--- src/rtl/core/hkbd_pkg.sv ---
package hkbd_pkg;

	// Report geometry
	localparam int KEY_SLOTS  = 6;
	localparam int CODE_W     = 8;
	localparam int MOD_BITS   = 8;
	localparam int NUM_EVENTS = MOD_BITS + 2 * KEY_SLOTS;
	localparam int EV_IDX_W   = $clog2(NUM_EVENTS);

	// Event slot layout: modifiers, then releases, then presses
	localparam int REL_BASE = MOD_BITS;
	localparam int PRS_BASE = MOD_BITS + KEY_SLOTS;

	localparam logic [CODE_W-1:0] MOD_BASE_CODE = 8'hE0;
	localparam logic [CODE_W-1:0] EMPTY_CODE    = 8'h00;

	typedef struct packed {
		logic [MOD_BITS-1:0]                mods;
		logic [KEY_SLOTS-1:0][CODE_W-1:0]   slots;
	} report_t;

	typedef struct packed {
		logic [CODE_W-1:0] key_code;
		logic              pressed;
		logic              last_event;
	} event_t;

	// Controller to datapath
	typedef struct packed {
		logic load_report;
		logic eval;
		logic pop;
		logic upd_old;
	} dp_cmd_t;

	// Datapath to controller
	typedef struct packed {
		logic mask_empty;
		logic out_free;
	} dp_status_t;

	typedef enum logic [2:0] {
		S_IDLE = 3'b001,
		S_EVAL = 3'b010,
		S_EMIT = 3'b100
	} state_t;

endpackage

--- src/rtl/core/hkbd_if.sv ---
interface hkbd_report_if;
	logic       valid;
	logic       ready;
	logic [7:0] new_modifiers;
	logic [7:0] key_slot_0;
	logic [7:0] key_slot_1;
	logic [7:0] key_slot_2;
	logic [7:0] key_slot_3;
	logic [7:0] key_slot_4;
	logic [7:0] key_slot_5;

	modport source (
		output valid, new_modifiers, key_slot_0, key_slot_1, key_slot_2,
		       key_slot_3, key_slot_4, key_slot_5,
		input  ready
	);
	modport sink (
		input  valid, new_modifiers, key_slot_0, key_slot_1, key_slot_2,
		       key_slot_3, key_slot_4, key_slot_5,
		output ready
	);
endinterface

interface hkbd_event_if;
	logic       valid;
	logic       ready;
	logic [7:0] key_code;
	logic       pressed;
	logic       last_event;

	modport source (
		output valid, key_code, pressed, last_event,
		input  ready
	);
	modport sink (
		input  valid, key_code, pressed, last_event,
		output ready
	);
endinterface

--- src/rtl/core/hkbd_ctrl.sv ---
module hkbd_ctrl
	import hkbd_pkg::*;
(
	input  logic       clk,
	input  logic       arst_n,
	input  logic       in_valid,
	output logic       in_ready,
	input  dp_status_t status,
	output dp_cmd_t    cmd
);

	state_t state_q, state_d;

	// Sequence one report: capture, evaluate, drain events, commit
	always_comb begin
		state_d  = state_q;
		cmd      = '0;
		in_ready = 1'b0;
		case (state_q)
			S_IDLE: begin
				in_ready = 1'b1;
				if (in_valid) begin
					cmd.load_report = 1'b1;
					state_d         = S_EVAL;
				end
			end
			S_EVAL: begin
				cmd.eval = 1'b1;
				state_d  = S_EMIT;
			end
			S_EMIT: begin
				if (status.mask_empty) begin
					cmd.upd_old = 1'b1;
					state_d     = S_IDLE;
				end else if (status.out_free) begin
					cmd.pop = 1'b1;
				end
			end
			default: begin
				state_d = S_IDLE;
			end
		endcase
	end

	always_ff @(posedge clk or negedge arst_n) begin
		if (!arst_n) begin
			state_q <= S_IDLE;
		end else begin
			state_q <= state_d;
		end
	end

endmodule

--- src/rtl/core/hkbd_dp.sv ---
module hkbd_dp
	import hkbd_pkg::*;
(
	input  logic       clk,
	input  logic       arst_n,
	input  report_t    report,
	input  dp_cmd_t    cmd,
	output dp_status_t status,
	output logic       out_valid,
	input  logic       out_ready,
	output event_t     out_event
);

	report_t                  new_q;
	report_t                  old_q;
	logic [NUM_EVENTS-1:0]    mask_q;
	logic                     out_valid_q;
	event_t                   out_q;

	logic [NUM_EVENTS-1:0]    mask_d;
	logic [NUM_EVENTS-1:0]    first_oh;
	logic [NUM_EVENTS-1:0]    mask_rest;
	logic [CODE_W-1:0]        ev_code [NUM_EVENTS];
	logic [NUM_EVENTS-1:0]    ev_press;
	event_t                   next_event;
	logic                     in_new;
	logic                     in_old;

	// Build the change mask: modifier toggles, missing old keys, new keys
	always_comb begin
		mask_d = '0;
		for (int m = 0; m < MOD_BITS; m++) begin
			mask_d[m] = new_q.mods[m] ^ old_q.mods[m];
		end
		for (int j = 0; j < KEY_SLOTS; j++) begin
			in_new = 1'b0;
			in_old = 1'b0;
			for (int k = 0; k < KEY_SLOTS; k++) begin
				in_new = in_new | (new_q.slots[k] == old_q.slots[j]);
				in_old = in_old | (old_q.slots[k] == new_q.slots[j]);
			end
			mask_d[REL_BASE + j] = (old_q.slots[j] != EMPTY_CODE) && !in_new;
			mask_d[PRS_BASE + j] = (new_q.slots[j] != EMPTY_CODE) && !in_old;
		end
	end

	// Code and direction of each event position
	always_comb begin
		for (int m = 0; m < MOD_BITS; m++) begin
			ev_code[m]  = MOD_BASE_CODE + CODE_W'(m);
			ev_press[m] = new_q.mods[m];
		end
		for (int j = 0; j < KEY_SLOTS; j++) begin
			ev_code[REL_BASE + j]  = old_q.slots[j];
			ev_press[REL_BASE + j] = 1'b0;
			ev_code[PRS_BASE + j]  = new_q.slots[j];
			ev_press[PRS_BASE + j] = 1'b1;
		end
	end

	// Pick the lowest pending event
	assign first_oh  = mask_q & (~mask_q + NUM_EVENTS'(1));
	assign mask_rest = mask_q & ~first_oh;

	always_comb begin
		next_event            = '0;
		for (int i = 0; i < NUM_EVENTS; i++) begin
			next_event.key_code = next_event.key_code | ({CODE_W{first_oh[i]}} & ev_code[i]);
			next_event.pressed  = next_event.pressed | (first_oh[i] & ev_press[i]);
		end
		next_event.last_event = (mask_rest == '0);
	end

	assign status.mask_empty = (mask_q == '0);
	assign status.out_free   = !out_valid_q || out_ready;
	assign out_valid         = out_valid_q;
	assign out_event         = out_q;

	// Hold the incoming report
	always_ff @(posedge clk) begin
		if (cmd.load_report) begin
			new_q <= report;
		end
	end

	// Commit the report as the previous one
	always_ff @(posedge clk or negedge arst_n) begin
		if (!arst_n) begin
			old_q <= '0;
		end else if (cmd.upd_old) begin
			old_q <= new_q;
		end
	end

	// Load or drain the pending event mask
	always_ff @(posedge clk or negedge arst_n) begin
		if (!arst_n) begin
			mask_q <= '0;
		end else if (cmd.eval) begin
			mask_q <= mask_d;
		end else if (cmd.pop) begin
			mask_q <= mask_rest;
		end
	end

	// Output register valid
	always_ff @(posedge clk or negedge arst_n) begin
		if (!arst_n) begin
			out_valid_q <= 1'b0;
		end else if (cmd.pop) begin
			out_valid_q <= 1'b1;
		end else if (out_ready) begin
			out_valid_q <= 1'b0;
		end
	end

	// Output register payload
	always_ff @(posedge clk) begin
		if (cmd.pop) begin
			out_q <= next_event;
		end
	end

endmodule

--- src/rtl/core/hid_keyboard_report_to_key_events_unit.sv ---
// Channel  Role   Payload
// rpt      sink   new_modifiers, key_slot_0 .. key_slot_5
// evt      source key_code, pressed, last_event
//
// A report is handled in steps: capture it, build the change mask, pass each
// event through the output register, then commit it as the previous report.
// The mask drains one event per cycle while the event channel is not stalled.
// Reset clears the previous report to all zero. A stalled event channel holds
// the output register and pauses the drain; a new report waits until the
// current one has committed.
module hid_keyboard_report_to_key_events_unit
	import hkbd_pkg::*;
(
	input  logic         clk,
	input  logic         arst_n,
	hkbd_report_if.sink  rpt,
	hkbd_event_if.source evt
);

	report_t    report;
	dp_cmd_t    cmd;
	dp_status_t status;
	event_t     out_event;
	logic       in_ready;

	// Gather report fields
	always_comb begin
		report.mods     = rpt.new_modifiers;
		report.slots[0] = rpt.key_slot_0;
		report.slots[1] = rpt.key_slot_1;
		report.slots[2] = rpt.key_slot_2;
		report.slots[3] = rpt.key_slot_3;
		report.slots[4] = rpt.key_slot_4;
		report.slots[5] = rpt.key_slot_5;
	end

	assign rpt.ready      = in_ready;
	assign evt.key_code   = out_event.key_code;
	assign evt.pressed    = out_event.pressed;
	assign evt.last_event = out_event.last_event;

	hkbd_ctrl u_ctrl (
		.clk      (clk),
		.arst_n   (arst_n),
		.in_valid (rpt.valid),
		.in_ready (in_ready),
		.status   (status),
		.cmd      (cmd)
	);

	hkbd_dp u_dp (
		.clk       (clk),
		.arst_n    (arst_n),
		.report    (report),
		.cmd       (cmd),
		.status    (status),
		.out_valid (evt.valid),
		.out_ready (evt.ready),
		.out_event (out_event)
	);

endmodule

--- src/flat_wrapper.sv ---
// flat-port wrapper written by rule: the top's interface ports become plain ports
module hid_keyboard_report_to_key_events_unit_flat import hkbd_pkg::*;
  (clk, arst_n, rpt_valid, rpt_new_modifiers, rpt_key_slot_0, rpt_key_slot_1, rpt_key_slot_2, rpt_key_slot_3, rpt_key_slot_4, rpt_key_slot_5, rpt_ready, evt_valid, evt_key_code, evt_pressed, evt_last_event, evt_ready);
  hkbd_report_if rpt_i ();
  hkbd_event_if evt_i ();
  input  logic clk;
  input  logic arst_n;
  input wire logic [$bits(rpt_i.valid)-1:0] rpt_valid;
  input wire logic [$bits(rpt_i.new_modifiers)-1:0] rpt_new_modifiers;
  input wire logic [$bits(rpt_i.key_slot_0)-1:0] rpt_key_slot_0;
  input wire logic [$bits(rpt_i.key_slot_1)-1:0] rpt_key_slot_1;
  input wire logic [$bits(rpt_i.key_slot_2)-1:0] rpt_key_slot_2;
  input wire logic [$bits(rpt_i.key_slot_3)-1:0] rpt_key_slot_3;
  input wire logic [$bits(rpt_i.key_slot_4)-1:0] rpt_key_slot_4;
  input wire logic [$bits(rpt_i.key_slot_5)-1:0] rpt_key_slot_5;
  output wire logic [$bits(rpt_i.ready)-1:0] rpt_ready;
  output wire logic [$bits(evt_i.valid)-1:0] evt_valid;
  output wire logic [$bits(evt_i.key_code)-1:0] evt_key_code;
  output wire logic [$bits(evt_i.pressed)-1:0] evt_pressed;
  output wire logic [$bits(evt_i.last_event)-1:0] evt_last_event;
  input wire logic [$bits(evt_i.ready)-1:0] evt_ready;
  assign rpt_i.valid = rpt_valid;
  assign rpt_i.new_modifiers = rpt_new_modifiers;
  assign rpt_i.key_slot_0 = rpt_key_slot_0;
  assign rpt_i.key_slot_1 = rpt_key_slot_1;
  assign rpt_i.key_slot_2 = rpt_key_slot_2;
  assign rpt_i.key_slot_3 = rpt_key_slot_3;
  assign rpt_i.key_slot_4 = rpt_key_slot_4;
  assign rpt_i.key_slot_5 = rpt_key_slot_5;
  assign rpt_ready = rpt_i.ready;
  assign evt_valid = evt_i.valid;
  assign evt_key_code = evt_i.key_code;
  assign evt_pressed = evt_i.pressed;
  assign evt_last_event = evt_i.last_event;
  assign evt_i.ready = evt_ready;
  hid_keyboard_report_to_key_events_unit u_core (.clk(clk), .arst_n(arst_n), .rpt(rpt_i), .evt(evt_i));
endmodule
--- config.mk ---
export PLATFORM = sky130hd
export DESIGN_NAME = hid_keyboard_report_to_key_events_unit_flat
export DESIGN_NICKNAME = d
export VERILOG_FILES = /design/src/rtl/core/hkbd_pkg.sv /design/src/rtl/core/hkbd_if.sv /design/src/rtl/core/hkbd_ctrl.sv /design/src/rtl/core/hkbd_dp.sv /design/src/rtl/core/hid_keyboard_report_to_key_events_unit.sv /design/src/flat_wrapper.sv
export SDC_FILE = /design/constraint.sdc
export NUM_CORES = 1
export LEC_CHECK = 0
export BUFFER_PORTS_ARGS = -buffer_cell sky130_fd_sc_hd__buf_2
export CAP_MARGIN = 20
export CORE_MARGIN = 2
export CORE_UTILIZATION = 50
export DETAILED_ROUTE_END_ITERATION = 10
export PLACE_DENSITY = 0.68
export SLEW_MARGIN = 20
export SYNTH_ARGS = -nofsm -noshare
export SYNTH_HDL_FRONTEND = slang
export SYNTH_SLANG_ARGS = --single-unit
--- constraint.sdc ---
create_clock -name clk -period 4.9 [get_ports clk]
set_clock_uncertainty 0.05 [all_clocks]
set_input_delay 0.735 -clock clk [delete_from_list [all_inputs] [get_ports clk]]
set_output_delay 0.735 -clock clk [all_outputs]
set_load 0.02 [all_outputs]
==> impl_results.md <==
- Initial core utilization: 0.5079
- Antenna violations before repair: 1
- CP startpoint kind: flip-flop
- Max-cap viol count: 0
- Post-CTS Hold Buffers: 0
- Largest net degree at the start of global routing: 81
- Syn Nets: ~1100
- Commonest cells in the netlist: xnor2_1 (160), xor2_1 (136), clkbuf_1 (88)
- Mapped cell area: 0.01024 mm²
- GR Util met1: 0.4188
- CP Launch Point: u_core.u_dp.mask_q[10]
- Type of the most critical hold path: in2async
- Avg WL per Cell: 25.22 µm
- Share of the synthesized area in the top cell type: 0.1935
- Cell Area, Placed: approximately 0.010 mm²
- Die X: 147.1 µm
- GRT Overall Usage: 0.3062
- Worst Path Max Fanout: 44
- Layout cell share with drive strength beyond 1: 0.1693
- Ports: 72
- Reg2Reg Launch Point: u_core.u_dp.mask_q[10]
- Crit path DAT: 3.34 ns
- Antenna viol nets, final: 0
- Sequential share of power: 0.458
- Slew at the pin with the worst max-slew slack: about 0.76 ns
- Period minus WS final: 3.076 ns
- Cell with the most instances after synthesis: xnor2_1
- Deepest clock path buffer count: 2
- CTS clk-pin slew, worst paths: 0.07 ns
- RSZ-0062 raised after global routing: false
- Fin cells: 1286
- # resized after CTS: 0
- Syn Inst Count: 1038
- Crit end category: flip-flop
- Pleak: 4.319 nW
- Post-route DRC: 0
- Post-CTS setup buffer count: 0
- IR Drop Worst-Case VDD: 0.0004379 V
- Clock network power share: 0.285
- Crit path required time: roughly 5.2 ns
- Vias per cell: 6.445
- Slew Viols, Final: 0
- Dpl cells: about 1300
- First-pass detailed-route iteration total: 8
- Ant diodes: 0
- Hold Slack: 0.2885 ns
- Total wire length: roughly 32 mm
- First-pass GRT wire length: 49.71 mm
- Setup violators final: 0
- Fin area: 0.01102 mm²
- EDFF count, synth: 66
- Slew margin rel.: 0.4904
- Final nets: around 1100
- Syn-to-layout area delta: 7.584%
- Vias in the first global route: 7969
- Synth Flop Type: dfrtp_1
- Clock root buffer: clkbuf_16
- Die area: 0.02165 mm²
- GR Layer Usage met2: 0.4509
- Post-layout util: 0.5465
- Area leader, netlist: edfxtp_1
- Total global routing overflow: 0
- Tcrit/Tclk final: 0.6278
- CTS sink count: between 100 and 150
- Cts bufs inserted: 17
- Seq/Total Area, Yosys: 0.3890
- NetSw: 1.754 mW
- Vias: 8288
- Iter 0 DRT Violations: about 1300
- Final hold vios: 0
- Synth top area cells: edfxtp_1 (19%), dfrtp_1 (19%), xnor2_1 (14%)
- Area of the core: 0.02017 mm²
- Int Pwr: 2.830 mW
- Die Y: about 150 µm
- Synth warn: 0
- Final WS setup: 1.824 ns
- Setup TNS: 0 ns
- Sw frac: 0.3826
- Library cells used by synthesis: 64
- GR Layer Usage met3: 0.08913
- GP Congestion: 1.087
- Kind of critical path: reg2reg
- Post-synth ARST share: 0.5479
- Comb power frac: 0.257
- Input/output buffers: 71
- Final Power: ~4.6 mW
- H-tree depth: 4
- TritonCTS clock tree: yes
- Worst-Skew Late Latency: 0.44 ns
- Most used routing layer: met2
- Power Density: 415.9 mW/mm²
- Max Freq: ~330 MHz
- Row Count: 52
- #FFs+latches synth: 146
- Detailed placer's ending HPWL: between 20 and 25 mm
- Mapped Avg Cell Area: 9.870 µm²
- Status: finished, final reports clean
- Worst slack, placed: 1.873 ns
## state kept, by name, summed over array words and instances (netlist names)
signal,flops
u_core.u_ctrl.state_q,3
u_core.u_dp.out_event,10
u_core.u_dp.out_valid,1
u_core.u_dp.ev_code,96
u_core.u_dp.ev_press,8
u_core.u_dp.old_q,8
u_core.u_dp.mask_q,20
## worst max-delay path: stages (launching register included)
cell and delay [ns]:
dfrtp_1 0.55, nor4_1 0.52, and4_1 0.55, nand3_2 0.41
buf_4 0.43, mux2_1 0.38
## worst paths after layout
path | cells after the start | slack, ns | to
max | 5 | 1.82 | u_core.u_dp.ev_code[72]
min | 1 | 0.29 | u_core.u_dp.old_q[49]
max reg2reg | 5 | 1.82 | u_core.u_dp.ev_code[72]
min reg2reg | 2 | 0.47 | u_core.u_dp.out_valid
max in group asynchronous | 1 | 3.96 | u_core.u_dp.ev_code[49]
min in group clk | 1 | 0.42 | u_core.u_dp.ev_press[4]
## kinds of logic after synthesis
| family | synth area share |
|---|---|
| XOR/XNOR | 0.2531 |
| AND/OR/NAND/NOR | 0.1424 |
| flip-flops | 0.3890 |
| AO/OA/AOI/OAI | 0.09832 |
| buffers and inverters | 0.05374 |
| multiplexers | 0.06155 |
| adder cells (fa/ha/maj) | 0.001954 |
## metal layers
layer	share of wire	vias up
met5	0	-
met4	0.053	0
met3	0.11	139
met2	0.43	552
met1	0.40	3979
li1	-	3618
## power groups by stage
stage	Combinational, mW	Clock (mW)	Sequential [mW]
after floorplan	1.22	0	1.63
after global placement	1.14	0	2.09
after detailed placement	1.16	0	2.10
after CTS	1.17	1.33	2.08
after global routing	1.31	1.38	2.12
final	1.18	1.31	2.10
## final cells by class
type,instances,area (µm²)
Fill cell,1801,9148
Inverter,5,18.77
Timing Repair Buffer,74,384.1
Clock inverter,14,151.4
Multi-Input combinational cell,759,5715
Tap cell,270,337.8
Sequential cell,146,3985
Clock buffer,18,429.2
## placed cells by master, fill, tap and decap left out, types with 6 or more instances in the layout
master / netlist / layout
nor2b_1: 11 / 11
o211ai_1: 10 / 10
a21oi_1: 33 / 33
nor4_1: 65 / 65
dfrtp_1: 79 / 79
inv_6: 0 / 6
edfxtp_1: 66 / 66
xor2_1: 136 / 136
nand4_1: 45 / 45
o311ai_0: 6 / 6
nand2_1: 48 / 48
nand3_1: 15 / 14
nor3_1: 8 / 8
clkbuf_16: 0 / 17
xnor2_1: 160 / 160
a22oi_1: 18 / 18
mux2_2: 54 / 54
o21ai_0: 30 / 30
nor2_1: 36 / 36
buf_2: 5 / 70
(Power assumes the default switching activity.)
